--- src/pbi_pkg.sv ---
// shared types and constants for the partition bitmap index
// no dependencies
package pbi_pkg;

    localparam int NUM_PARTITIONS_DEF = 1024;
    localparam int INDEX_BITS_DEF     = 10;

    localparam logic [1:0] FUNC_LOOKUP  = 2'd0;
    localparam logic [1:0] FUNC_FIND    = 2'd1;
    localparam logic [1:0] FUNC_COMMIT  = 2'd2;
    localparam logic [1:0] FUNC_MIGRATE = 2'd3;

    localparam logic [1:0] REG_ZEROTH  = 2'd0;
    localparam logic [1:0] REG_SERVERS = 2'd1;
    localparam logic [1:0] REG_MODE    = 2'd2;
    localparam logic [1:0] REG_BUCKETS = 2'd3;

    localparam logic [1:0] MODE_ALWAYS  = 2'd0;
    localparam logic [1:0] MODE_BOUNDED = 2'd2;

    localparam logic [1:0] STATUS_OK     = 2'd0;
    localparam logic [1:0] STATUS_ABSENT = 2'd1;
    localparam logic [1:0] STATUS_NOFREE = 2'd2;

    typedef enum logic [3:0] {
        ST_IDLE,
        ST_CLEAR,
        ST_LK_RD,
        ST_LK_CHK,
        ST_FS_RD,
        ST_FS_CHK,
        ST_CH_RD,
        ST_CH_CHK,
        ST_MUL,
        ST_MOD_INIT,
        ST_MOD,
        ST_OUT
    } state_t;

endpackage

--- src/pbi_ram.sv ---
// generic single-port ram with registered read
// no dependencies
module pbi_ram #(
    parameter int WIDTH = 1,
    parameter int DEPTH = 1024
) (
    input  logic                     aclk,
    input  logic                     we,
    input  logic [$clog2(DEPTH)-1:0] addr,
    input  logic [WIDTH-1:0]         wdata,
    output logic [WIDTH-1:0]         rdata
);

    logic [WIDTH-1:0] mem [DEPTH];

    // write or read one entry a cycle
    always_ff @(posedge aclk) begin
        if (we) begin
            mem[addr] <= wdata;
        end
        rdata <= mem[addr];
    end

endmodule

--- src/partition_bitmap_index.sv ---
// Partition bitmap index: keeps which hash partitions exist and answers lookup,
// find-split-child, commit-split and migration-check requests, one at a time.
// After reset a clearing pass sweeps the presence memory before the first item is
// taken. Lookup and find-split walk the memory one entry per probe, each probe a
// read state and a check state: lookup makes at most INDEX_BITS+1 probes, find-split
// reads and checks the parent, then each child probed, ends in the child read state
// when the children run out and adds a multiply state when a free child is found.
// Every item then passes a setup state, the compare-subtract steps of the server
// modulo and an output state. The next input can be taken in the cycle after the
// result transfer.
// depends on pbi_pkg, pbi_ram
module partition_bitmap_index (
    input  logic                  aclk,
    input  logic                  aresetn,
    input  logic                  s_valid,
    output logic                  s_ready,
    input  logic [1:0]            s_func,
    input  logic [9:0]            s_hash_bits,
    input  logic [9:0]            s_part_index,
    output logic                  m_valid,
    input  logic                  m_ready,
    output logic [9:0]            m_result_index,
    output logic [7:0]            m_server,
    output logic                  m_flag,
    output logic [1:0]            m_status,
    input  logic                  cfg_valid,
    output logic                  cfg_ready,
    input  logic [1:0]            cfg_index,
    input  logic [10:0]           cfg_data
);

    localparam int NUM_PARTITIONS = pbi_pkg::NUM_PARTITIONS_DEF;
    localparam int AW = $clog2(NUM_PARTITIONS);

    pbi_pkg::state_t state_reg, state_next;

    logic [7:0]  zeroth_reg;
    logic [8:0]  servers_reg;
    logic [1:0]  mode_reg;
    logic [10:0] buckets_reg;
    logic [9:0]  highest_reg, highest_next;

    logic [1:0]  func_reg, func_next;
    logic [9:0]  hash_reg, hash_next;
    logic [9:0]  part_reg, part_next;
    logic [16:0] idx_reg, idx_next;
    logic [4:0]  bit_reg, bit_next;
    logic [9:0]  res_reg, res_next;
    logic        flag_reg, flag_next;
    logic [1:0]  status_reg, status_next;
    logic [19:0] bound_reg, bound_next;
    logic [10:0] rem_reg, rem_next;
    logic [3:0]  step_reg, step_next;
    logic [AW:0] clr_reg, clr_next;
    logic        mvalid_reg, mvalid_next;

    logic          ram_we, ram_wdata, ram_rdata;
    logic [AW-1:0] ram_addr;

    logic [8:0] cnt_eff;
    logic [4:0] hp_len, idx_len, part_len;
    logic [20:0] div_shift;

    pbi_ram #(.WIDTH(1), .DEPTH(NUM_PARTITIONS)) u_map (
        .aclk  (aclk),
        .we    (ram_we),
        .addr  (ram_addr),
        .wdata (ram_wdata),
        .rdata (ram_rdata)
    );

    function automatic logic [4:0] blen(input logic [16:0] v);
        logic [4:0] n;
        n = 5'd0;
        for (int k = 0; k < 17; k++) begin
            if (v[k]) n = 5'(k + 1);
        end
        return n;
    endfunction

    // effective server count, clamped to 1..256
    always_comb begin
        cnt_eff = servers_reg;
        if (servers_reg == 9'd0) cnt_eff = 9'd1;
        if (servers_reg > 9'd256) cnt_eff = 9'd256;
    end

    assign hp_len    = blen({7'd0, highest_reg});
    assign idx_len   = blen(idx_reg);
    assign part_len  = blen({7'd0, part_reg});
    // server count shifted to the weight of the current quotient bit
    assign div_shift = {12'd0, cnt_eff} << (4'd10 - step_reg);

    // configuration registers
    assign cfg_ready = (state_reg == pbi_pkg::ST_IDLE) && !mvalid_reg;
    always_ff @(posedge aclk) begin
        if (!aresetn) begin
            zeroth_reg  <= 8'd0;
            servers_reg <= 9'd1;
            mode_reg    <= 2'd0;
            buckets_reg <= 11'd16;
        end else if (cfg_valid && cfg_ready) begin
            unique case (cfg_index)
                pbi_pkg::REG_ZEROTH:  zeroth_reg  <= cfg_data[7:0];
                pbi_pkg::REG_SERVERS: servers_reg <= cfg_data[8:0];
                pbi_pkg::REG_MODE:    mode_reg    <= cfg_data[1:0];
                pbi_pkg::REG_BUCKETS: buckets_reg <= cfg_data;
                default: ;
            endcase
        end
    end

    // state register
    always_ff @(posedge aclk) begin
        if (!aresetn) begin
            state_reg   <= pbi_pkg::ST_CLEAR;
            clr_reg     <= '0;
            mvalid_reg  <= 1'b0;
            highest_reg <= 10'd0;
        end else begin
            state_reg   <= state_next;
            clr_reg     <= clr_next;
            mvalid_reg  <= mvalid_next;
            highest_reg <= highest_next;
        end
        func_reg   <= func_next;
        hash_reg   <= hash_next;
        part_reg   <= part_next;
        idx_reg    <= idx_next;
        bit_reg    <= bit_next;
        res_reg    <= res_next;
        flag_reg   <= flag_next;
        status_reg <= status_next;
        bound_reg  <= bound_next;
        rem_reg    <= rem_next;
        step_reg   <= step_next;
    end

    assign s_ready = (state_reg == pbi_pkg::ST_IDLE) && !mvalid_reg;
    assign m_valid = mvalid_reg;

    // sequencer
    always_comb begin
        state_next   = state_reg;
        clr_next     = clr_reg;
        mvalid_next  = mvalid_reg;
        highest_next = highest_reg;
        func_next    = func_reg;
        hash_next    = hash_reg;
        part_next    = part_reg;
        idx_next     = idx_reg;
        bit_next     = bit_reg;
        res_next     = res_reg;
        flag_next    = flag_reg;
        status_next  = status_reg;
        bound_next   = bound_reg;
        rem_next     = rem_reg;
        step_next    = step_reg;
        ram_we       = 1'b0;
        ram_wdata    = 1'b0;
        ram_addr     = idx_reg[AW-1:0];

        if (mvalid_reg && m_ready) mvalid_next = 1'b0;

        unique case (state_reg)
            pbi_pkg::ST_CLEAR: begin
                ram_addr  = clr_reg[AW-1:0];
                ram_we    = 1'b1;
                ram_wdata = (clr_reg == '0);
                clr_next  = clr_reg + 1'b1;
                if (clr_reg == (AW+1)'(NUM_PARTITIONS - 1)) state_next = pbi_pkg::ST_IDLE;
            end
            pbi_pkg::ST_IDLE: begin
                if (s_valid && s_ready) begin
                    func_next   = s_func;
                    hash_next   = s_hash_bits;
                    part_next   = s_part_index;
                    res_next    = s_part_index;
                    flag_next   = 1'b0;
                    status_next = pbi_pkg::STATUS_OK;
                    unique case (s_func)
                        pbi_pkg::FUNC_LOOKUP: begin
                            idx_next = {7'd0, s_hash_bits
                                & 10'((17'd1 << hp_len) - 17'd1)};
                            state_next = pbi_pkg::ST_LK_RD;
                        end
                        pbi_pkg::FUNC_FIND: begin
                            idx_next   = {7'd0, s_part_index};
                            state_next = pbi_pkg::ST_FS_RD;
                        end
                        pbi_pkg::FUNC_COMMIT: begin
                            if (17'(s_part_index) < 17'(NUM_PARTITIONS)) begin
                                ram_addr  = AW'(s_part_index);
                                ram_we    = 1'b1;
                                ram_wdata = 1'b1;
                                if (s_part_index > highest_reg)
                                    highest_next = s_part_index;
                            end
                            state_next = pbi_pkg::ST_MOD_INIT;
                        end
                        default: begin
                            state_next = pbi_pkg::ST_MOD_INIT;
                        end
                    endcase
                end
            end
            pbi_pkg::ST_LK_RD: begin
                state_next = pbi_pkg::ST_LK_CHK;
            end
            pbi_pkg::ST_LK_CHK: begin
                if (idx_reg == 17'd0 || (idx_reg < 17'(NUM_PARTITIONS) && ram_rdata)) begin
                    res_next   = idx_reg[9:0];
                    state_next = pbi_pkg::ST_MOD_INIT;
                end else begin
                    idx_next   = idx_reg & ~(17'd1 << (idx_len - 5'd1));
                    state_next = pbi_pkg::ST_LK_RD;
                end
            end
            pbi_pkg::ST_FS_RD: begin
                state_next = pbi_pkg::ST_FS_CHK;
            end
            pbi_pkg::ST_FS_CHK: begin
                if (!(idx_reg < 17'(NUM_PARTITIONS) && ram_rdata)) begin
                    status_next = pbi_pkg::STATUS_ABSENT;
                    state_next  = pbi_pkg::ST_MOD_INIT;
                end else begin
                    bit_next = part_len;
                    idx_next = {7'd0, part_reg} + (17'd1 << part_len);
                    state_next = pbi_pkg::ST_CH_RD;
                end
            end
            pbi_pkg::ST_CH_RD: begin
                if (idx_reg >= 17'(NUM_PARTITIONS) || bit_reg > 5'd16) begin
                    status_next = pbi_pkg::STATUS_NOFREE;
                    state_next  = pbi_pkg::ST_MOD_INIT;
                end else begin
                    state_next = pbi_pkg::ST_CH_CHK;
                end
            end
            pbi_pkg::ST_CH_CHK: begin
                if (!ram_rdata) begin
                    res_next   = idx_reg[9:0];
                    bound_next = buckets_reg * {2'd0, cnt_eff};
                    state_next = pbi_pkg::ST_MUL;
                end else begin
                    bit_next   = bit_reg + 5'd1;
                    idx_next   = {7'd0, part_reg} + (17'd1 << (bit_reg + 5'd1));
                    state_next = pbi_pkg::ST_CH_RD;
                end
            end
            pbi_pkg::ST_MUL: begin
                if (mode_reg == pbi_pkg::MODE_ALWAYS) flag_next = 1'b1;
                else if (mode_reg == pbi_pkg::MODE_BOUNDED)
                    flag_next = ({3'd0, idx_reg} < bound_reg);
                state_next = pbi_pkg::ST_MOD_INIT;
            end
            pbi_pkg::ST_MOD_INIT: begin
                if (func_reg == pbi_pkg::FUNC_MIGRATE)
                    flag_next = ((hash_reg & 10'((17'd1 << part_len) - 17'd1)) == part_reg);
                rem_next   = {1'b0, res_reg} + {3'd0, zeroth_reg};
                step_next  = 4'd0;
                state_next = pbi_pkg::ST_MOD;
            end
            pbi_pkg::ST_MOD: begin
                // one compare and subtract of the shifted server count per cycle
                if ({10'd0, rem_reg} >= div_shift)
                    rem_next = rem_reg - div_shift[10:0];
                step_next = step_reg + 4'd1;
                if (step_reg == 4'd10) state_next = pbi_pkg::ST_OUT;
            end
            pbi_pkg::ST_OUT: begin
                if (!mvalid_reg) begin
                    mvalid_next = 1'b1;
                    state_next  = pbi_pkg::ST_IDLE;
                end
            end
            default: state_next = pbi_pkg::ST_IDLE;
        endcase
    end

    assign m_result_index = res_reg;
    assign m_server       = rem_reg[7:0];
    assign m_flag         = flag_reg;
    assign m_status       = status_reg;

    // no new item while a result is pending
    a_no_accept_busy: assert property (@(posedge aclk) disable iff (!aresetn)
        m_valid |-> !s_ready) else $error("accept while result pending");
    // server below count when shown
    a_server_range: assert property (@(posedge aclk) disable iff (!aresetn)
        m_valid |-> ({1'b0, m_server} < cnt_eff)) else $error("server out of range");
    // result appears only after leaving the output state
    a_out_seq: assert property (@(posedge aclk) disable iff (!aresetn)
        $rose(m_valid) |-> $past(state_reg) == pbi_pkg::ST_OUT) else $error("bad result");

endmodule

--- config.mk ---
export PLATFORM = sky130hd
export DESIGN_NAME = partition_bitmap_index
export DESIGN_NICKNAME = d
export VERILOG_FILES = /design/src/pbi_pkg.sv /design/src/pbi_ram.sv /design/src/partition_bitmap_index.sv
export SDC_FILE = /design/constraint.sdc
export NUM_CORES = 2
export LEC_CHECK = 0
export ABC_AREA = 1
export BUFFER_PORTS_ARGS = -buffer_cell sky130_fd_sc_hd__buf_4
export CORE_UTILIZATION = 58
export DETAILED_ROUTE_END_ITERATION = 8
export MAX_ROUTING_LAYER = met4
export PLACE_DENSITY = 0.86
export SLEW_MARGIN = 30
export SYNTH_ARGS = -nofsm -noshare
export SYNTH_HDL_FRONTEND = slang
export SYNTH_SLANG_ARGS = --single-unit
--- constraint.sdc ---
create_clock -name aclk -period 65.9 [get_ports aclk]
set_input_delay 9.885 -clock aclk [delete_from_list [all_inputs] [get_ports aclk]]
set_output_delay 9.885 -clock aclk [all_outputs]
set_load 0.02 [all_outputs]
; Yosys cells after proc, flatten, opt, wreduce, memory -nomap -nowiden
; Memories as Yosys holds them, arrays and structs flattened. A register that Yosys moved wholly into a read port is not among the register bits.
; Index checks and enable logic that the tools add are counted.
; W data, S select, Z words.
[totals]
register_bits = 148
ramBits = 1024
inputBits = 40
out_inout_bits = 24
elab_cells = 206
memories = 1
[memory_table]
columns = name, depth, word_bits, rd, rd_clocked_by_memory_dff, wr, line
row1 = u_map.mem, 1024, 1, 1, 1, 1, pbi_ram.sv:14  ; logic [WIDTH-1:0] mem [DEPTH];
[classes]
add_sub_neg = 11
multipliers = 1
n_lt_le_gt_ge = 7
n_eq_ne = 36
n_shift = 5
n_mux = 86
bitwise = 5
n_reduce_logical = 35
[op_table]
columns = op, count
row1 = $mux W5, 36
row2 = $mux W17, 4
row3 = $pmux W17 S4, 1
row4 = $shl A1 B5 Y17 const A, 3
row5 = $mux W10, 5
row6 = $pmux W4 S12, 1
row7 = $add A10 B17 Y17, 2
row8 = $pmux W17 S2, 1
row9 = $mux W4, 8
row10 = $pmux W10 S3, 1
row11 = $ne A2 B2 Y1 const B, 11
row12 = $pmux W11 S2, 1
row13 = $ge A11 B21 Y1, 1
row14 = $shl A9 B4 Y21, 1
row15 = $and A10 B10 Y10, 2
row16 = $eq A4 B4 Y1 const B, 5
row17 = $lt A17 B20 Y1, 1
row18 = $mul A11 B9 Y20, 1
row19 = $pmux W10 S2, 1
row20 = $reduce_and A4 Y1, 5
row21 = $sub A10 B1 Y10 const B, 2
row22 = $mux W9, 2
row23 = $and A17 B17 Y17, 1
row24 = $ge A17 B11 Y1 const B, 1
row25 = 46 further kinds, 89

; Logic depth before layout (Yosys ltp)
[logic_depth]
ltp_word = 23
ltp_mapped = 31
ltp_nobuf = 31

; Hierarchy
; A second synthesis with hierarchy kept.
[hier_totals]
cells_unflattened = 6592
area_unflattened_um2 = 59345.7
[by_module_without_submodules]
columns = mod, instances, cells_per_inst, area_per_inst_um2, seq_area_each_um2
row1 = pbi_ram, 1, 4882, 46299.4, 30769.5
row2 = partition_bitmap_index, 1, 1710, 13046.3, 3883.7

; Worst setup path after synthesis
; Ideal clock, no wire load.
[synth_path]
kind = register -> register
startpoint = register state_reg[0]
endpoint = memory u_map.mem[0], data pin
setup_ns = 11.176
arrival_ns = 57.451
required_ns = 54.724
setup_slack_ns = -2.727
stages_incl_launch_ff = 6
n_path_buf = 1
period_less_slack_ns = 68.627
cell_sequence = dfxtp_1 inv_2 nor2_1 nand2_1 clkbuf_1 o41ai_1
[synth_between]
elab_chain_len = 5
word_cells_on_any_way = 6
cone_classes = eq/ne: 1 / mux: 2 / reduce/logical: 3
[synth_rtl]
columns = element, line
row1 = start: declaration, partition_bitmap_index.sv:35  ; pbi_pkg::state_t state_reg, state_next;
row2 = start signal: assignment, partition_bitmap_index.sv:116  ; state_reg <= pbi_pkg::ST_CLEAR;
row3 = start signal: assignment, partition_bitmap_index.sv:121  ; state_reg <= state_next;
row4 = $logic_not A4 Y1, "partition_bitmap_index.sv:139, partition_bitmap_index.sv:165"
row5 = $logic_and A1 B1 Y1, partition_bitmap_index.sv:139  ; assign s_ready = (state_reg == pbi_pkg::ST_IDLE) && !mvalid_reg;
row6 = $logic_and A1 B1 Y1, partition_bitmap_index.sv:174  ; if (s_valid && s_ready) begin
row7 = $mux W1, partition_bitmap_index.sv:174
row8 = $pmux W1 S2 (*), partition_bitmap_index.sv:165  ; unique case (state_reg)
row9 = named net ram_wdata, partition_bitmap_index.sv:57  ; logic ram_we, ram_wdata, ram_rdata;
row10 = end: declaration, pbi_ram.sv:14
; The timed path passes the listed nets; every way through them passes the cells marked *.

; Worst setup path in the final report
[layout_path]
startpoint = input s_func[0]
endpoint = register u_map.rdata (read register of u_map.mem)
[layout_between]
elab_chain_len = 4
[layout_rtl]
columns = element, line
row1 = start: declaration, partition_bitmap_index.sv:17  ; input logic [1:0] s_func,
row2 = $eq A2 B2 Y1, partition_bitmap_index.sv:181  ; unique case (s_func)
row3 = $mux W10, partition_bitmap_index.sv:181
row4 = $mux W10, partition_bitmap_index.sv:174
row5 = $pmux W10 S2, partition_bitmap_index.sv:165
row6 = end: declaration, pbi_ram.sv:11  ; output logic [WIDTH-1:0] rdata
; No other way between the ends.
; A chain may end at the register's enable or synchronous reset.

==> out/summary.txt <==
PnR worst setup slack -> 50990 ps
Seq cells post-synth -> 1173
largest net degree at the start of global routing -> 313
Crit Path Category -> input port to flop
Final setup viols -> 0
Post-synth top cells -> nand2_1, nor2_1, edfxtp_1
post-cts sizing count -> 0
final antenna-violating net count -> 0
pre-CTS setup slack -> 50390 ps
drt first pass iters -> 7
synth warn -> 0
Synth area leaders -> edfxtp_1, nand2_1, nand3_1
drt initial violations -> 8131
routed length per instance -> 21.8 µm
Peak VDD IR -> 0.0446 mV
Residual DRC -> 0
fin crit period -> 14910 ps
CTS clk-pin slew, worst paths -> 70 ps
Worst setup SP type -> input port
share of post-route cells with drive strength above 1 -> 0.0656
crit-path cells -> buf_4, nor2_1, nand2_1, nand2_1, nand3_4, buf_4, nand2_4, buf_4, buf_4, buf_6, nand2_1, nand3_1, nand3_1, nand2_1, nand2_1, nand2_1, nor2_1, nor2_1, nor2_1, nand2_1, nand2_1, nand2_1, nor2_1, nand2_1
most common cell in the synthesized netlist -> nand2_1
Die W -> 322 µm
Filler Cells Inserted -> 7717
Top FF cell, synth -> edfxtp_1
PortBufs -> 63
Reg-to-Reg Start -> servers_reg[6]
CTS Buf Count -> 113
Max Root-Sink Buffers -> 3
Arr. time, crit path -> 15600 ps
outcome -> complete, no violations
Least-Margin Pin Slew -> 1090 ps
vias per inst -> 6.21
Initial Util -> 0.584
final WL -> 169000 µm
power per cell area -> 36.2 nW/µm²
crit end category -> flop
Fin. Hold Viols -> 0
sequential area share after synthesis -> 0.583
max_cap viols -> 0
vias in the first global route -> 45904
post-CTS setup buffers -> 0
CTS Sinks -> 1173
share of the synthesized area in the top cell type -> 0.564
CP startpoint -> s_func[0]
placed instance area -> 60500 µm²
Compound-Gate Fraction of Synth Area -> 0.0316
leak pwr -> 0.0236 µW
min-delay src -> servers_reg[4]
Critical Path RT -> 66590 ps
clk_skew -> 64.0 ps
syn_nets -> 6725
post-synth cell types -> 61
worst rel slew slack -> 0.271
clk_lat worst skew -> 740 ps
H-tree Lvls -> 3
Largest register FFs -> 1024
GR Overflow Total -> 0
CTS tree -> built
post-synthesis simple-gate area fraction -> 0.279
CP max stage delay -> 810 ps
global-route wire length before repair -> 256000 µm
Cell Area, Synth -> 59500 µm²
antenna violations before repair -> 3
Most common cell on crit path -> nand2_1
R2R setup slack -> 59750 ps
largest family of logic cells by synthesized area -> simple AND/OR/NAND/NOR gates
EDFF count, synth -> 1116
hold buffers post-CTS -> 0
Die Area -> 104000 µm²
via count of the routed design -> 48220
multiplexer share of the synthesized area -> 0.000337
IO Count -> 64
Synth area leader -> edfxtp_1
placer congestion estimate -> 0.927
area grow syn2layout -> 8.43%
Root Driver -> clkbuf_16
Total Power -> 2330 µW
crit path max fanout -> 111
final instance area -> 64500 µm²
Hold/Removal Path Class -> flop to flop
asr flop ratio synth -> 0
Die Span Y -> 322 µm
Adder-Cell Fraction of Synth Area -> 0.0455
final core occ -> 0.634
Rows -> 117
dpl hpwl -> 94900 µm
Synth Instances -> 6509
Max Slew Vio Count -> 0
RSZ-0062 raised after global routing -> false
Final nets -> 6509
GRT Total Usage -> 0.331
XOR/XNOR share of the synthesized area -> 0.00486
period utilisation layout -> 0.226
Fmax -> 67.1 MHz
Setup TNS Final -> 0 ps
Syn Area/Cell -> 9.13 µm²
slowest cell on the critical path -> buf_4
CORE AREA -> 102000 µm²
-- stage by stage --
step / std cells / hold slack (ps)
after global routing: 7762 / 494
after CTS: 7756 / 473
after global placement: 7543 / 459
final: 7763 / 477
after detailed placement: 7543 / 464
after floorplan: 6509 / 441
-- report_power, final --
part           switching (µW)  total (µW)  internal, µW
clock                     292         674           382
combinational             552         713           161
sequential               8.63         948           939
-- worst paths after layout --
kind | cells past startpoint | end
max reg2reg | 24 | bound_reg[16]
max | 24 | u_map.rdata
min | 2 | servers_reg[4]
min reg2reg | 2 | servers_reg[4]
-- cell type report --
type	instances	area, µm²	share of cell area
Antenna cell	4	10.0	0.000155
Clock buffer	130	2920	0.0453
Clock inverter	83	915	0.0142
Inverter	352	1330	0.0206
Multi-Input combinational cell	4524	21800	0.339
Sequential cell	1173	34700	0.538
Tap cell	1368	1710	0.0266
Timing Repair Buffer	129	1080	0.0168
-- critical path, delay by kind of cell --
| family | cells | cell delay [ps] |
|---|---|---|
| buf+inv | 5 | 2840 |
| simple gates | 19 | 2640 |
-- cell families (layout without fill, tap and decap cells) --
logic type | Yosys count | after routing
buffers and inverters | 812 | 694
adder cells (fa/ha/maj) | 176 | 176
AND/OR/NAND/NOR | 3991 | 3991
multiplexers | 2 | 2
XOR/XNOR | 33 | 33
AO/OA/AOI/OAI | 322 | 322
flip-flops | 1173 | 1173
other | 0 | 4
-- routing by layer --
layer / track usage / routed length, µm / vias up / share of wire
met4: 0.179 / 10200 / 0 / 0.060
li1: - / - / 21245 / -
met2: 0.522 / 78700 / 3571 / 0.46
met5: - / 0 / - / 0
met1: 0.398 / 58200 / 22608 / 0.34
met3: 0.0731 / 22400 / 796 / 0.13
-- cells in the final DEF, fill, tap and decap left out, types with 15 or more instances in the layout --
master | Yosys | final
clkinv_1 | 4 | 32
buf_4 | 22 | 119
nor3_1 | 46 | 46
o21ai_0 | 136 | 136
clkbuf_16 | 0 | 114
clkinv_2 | 0 | 23
nand2_1 | 1539 | 1500
nor2_1 | 1311 | 1308
clkbuf_1 | 236 | 15
dfxtp_1 | 57 | 57
ha_1 | 109 | 109
xor2_1 | 22 | 22
inv_1 | 330 | 330
a21oi_1 | 105 | 105
edfxtp_1 | 1116 | 1116
fa_1 | 67 | 67
inv_2 | 18 | 17
nand4_1 | 26 | 26
bufinv_16 | 0 | 16
nand2_2 | 1 | 31
nand3_1 | 1026 | 1007
Power figures use the tool's default switching activity.
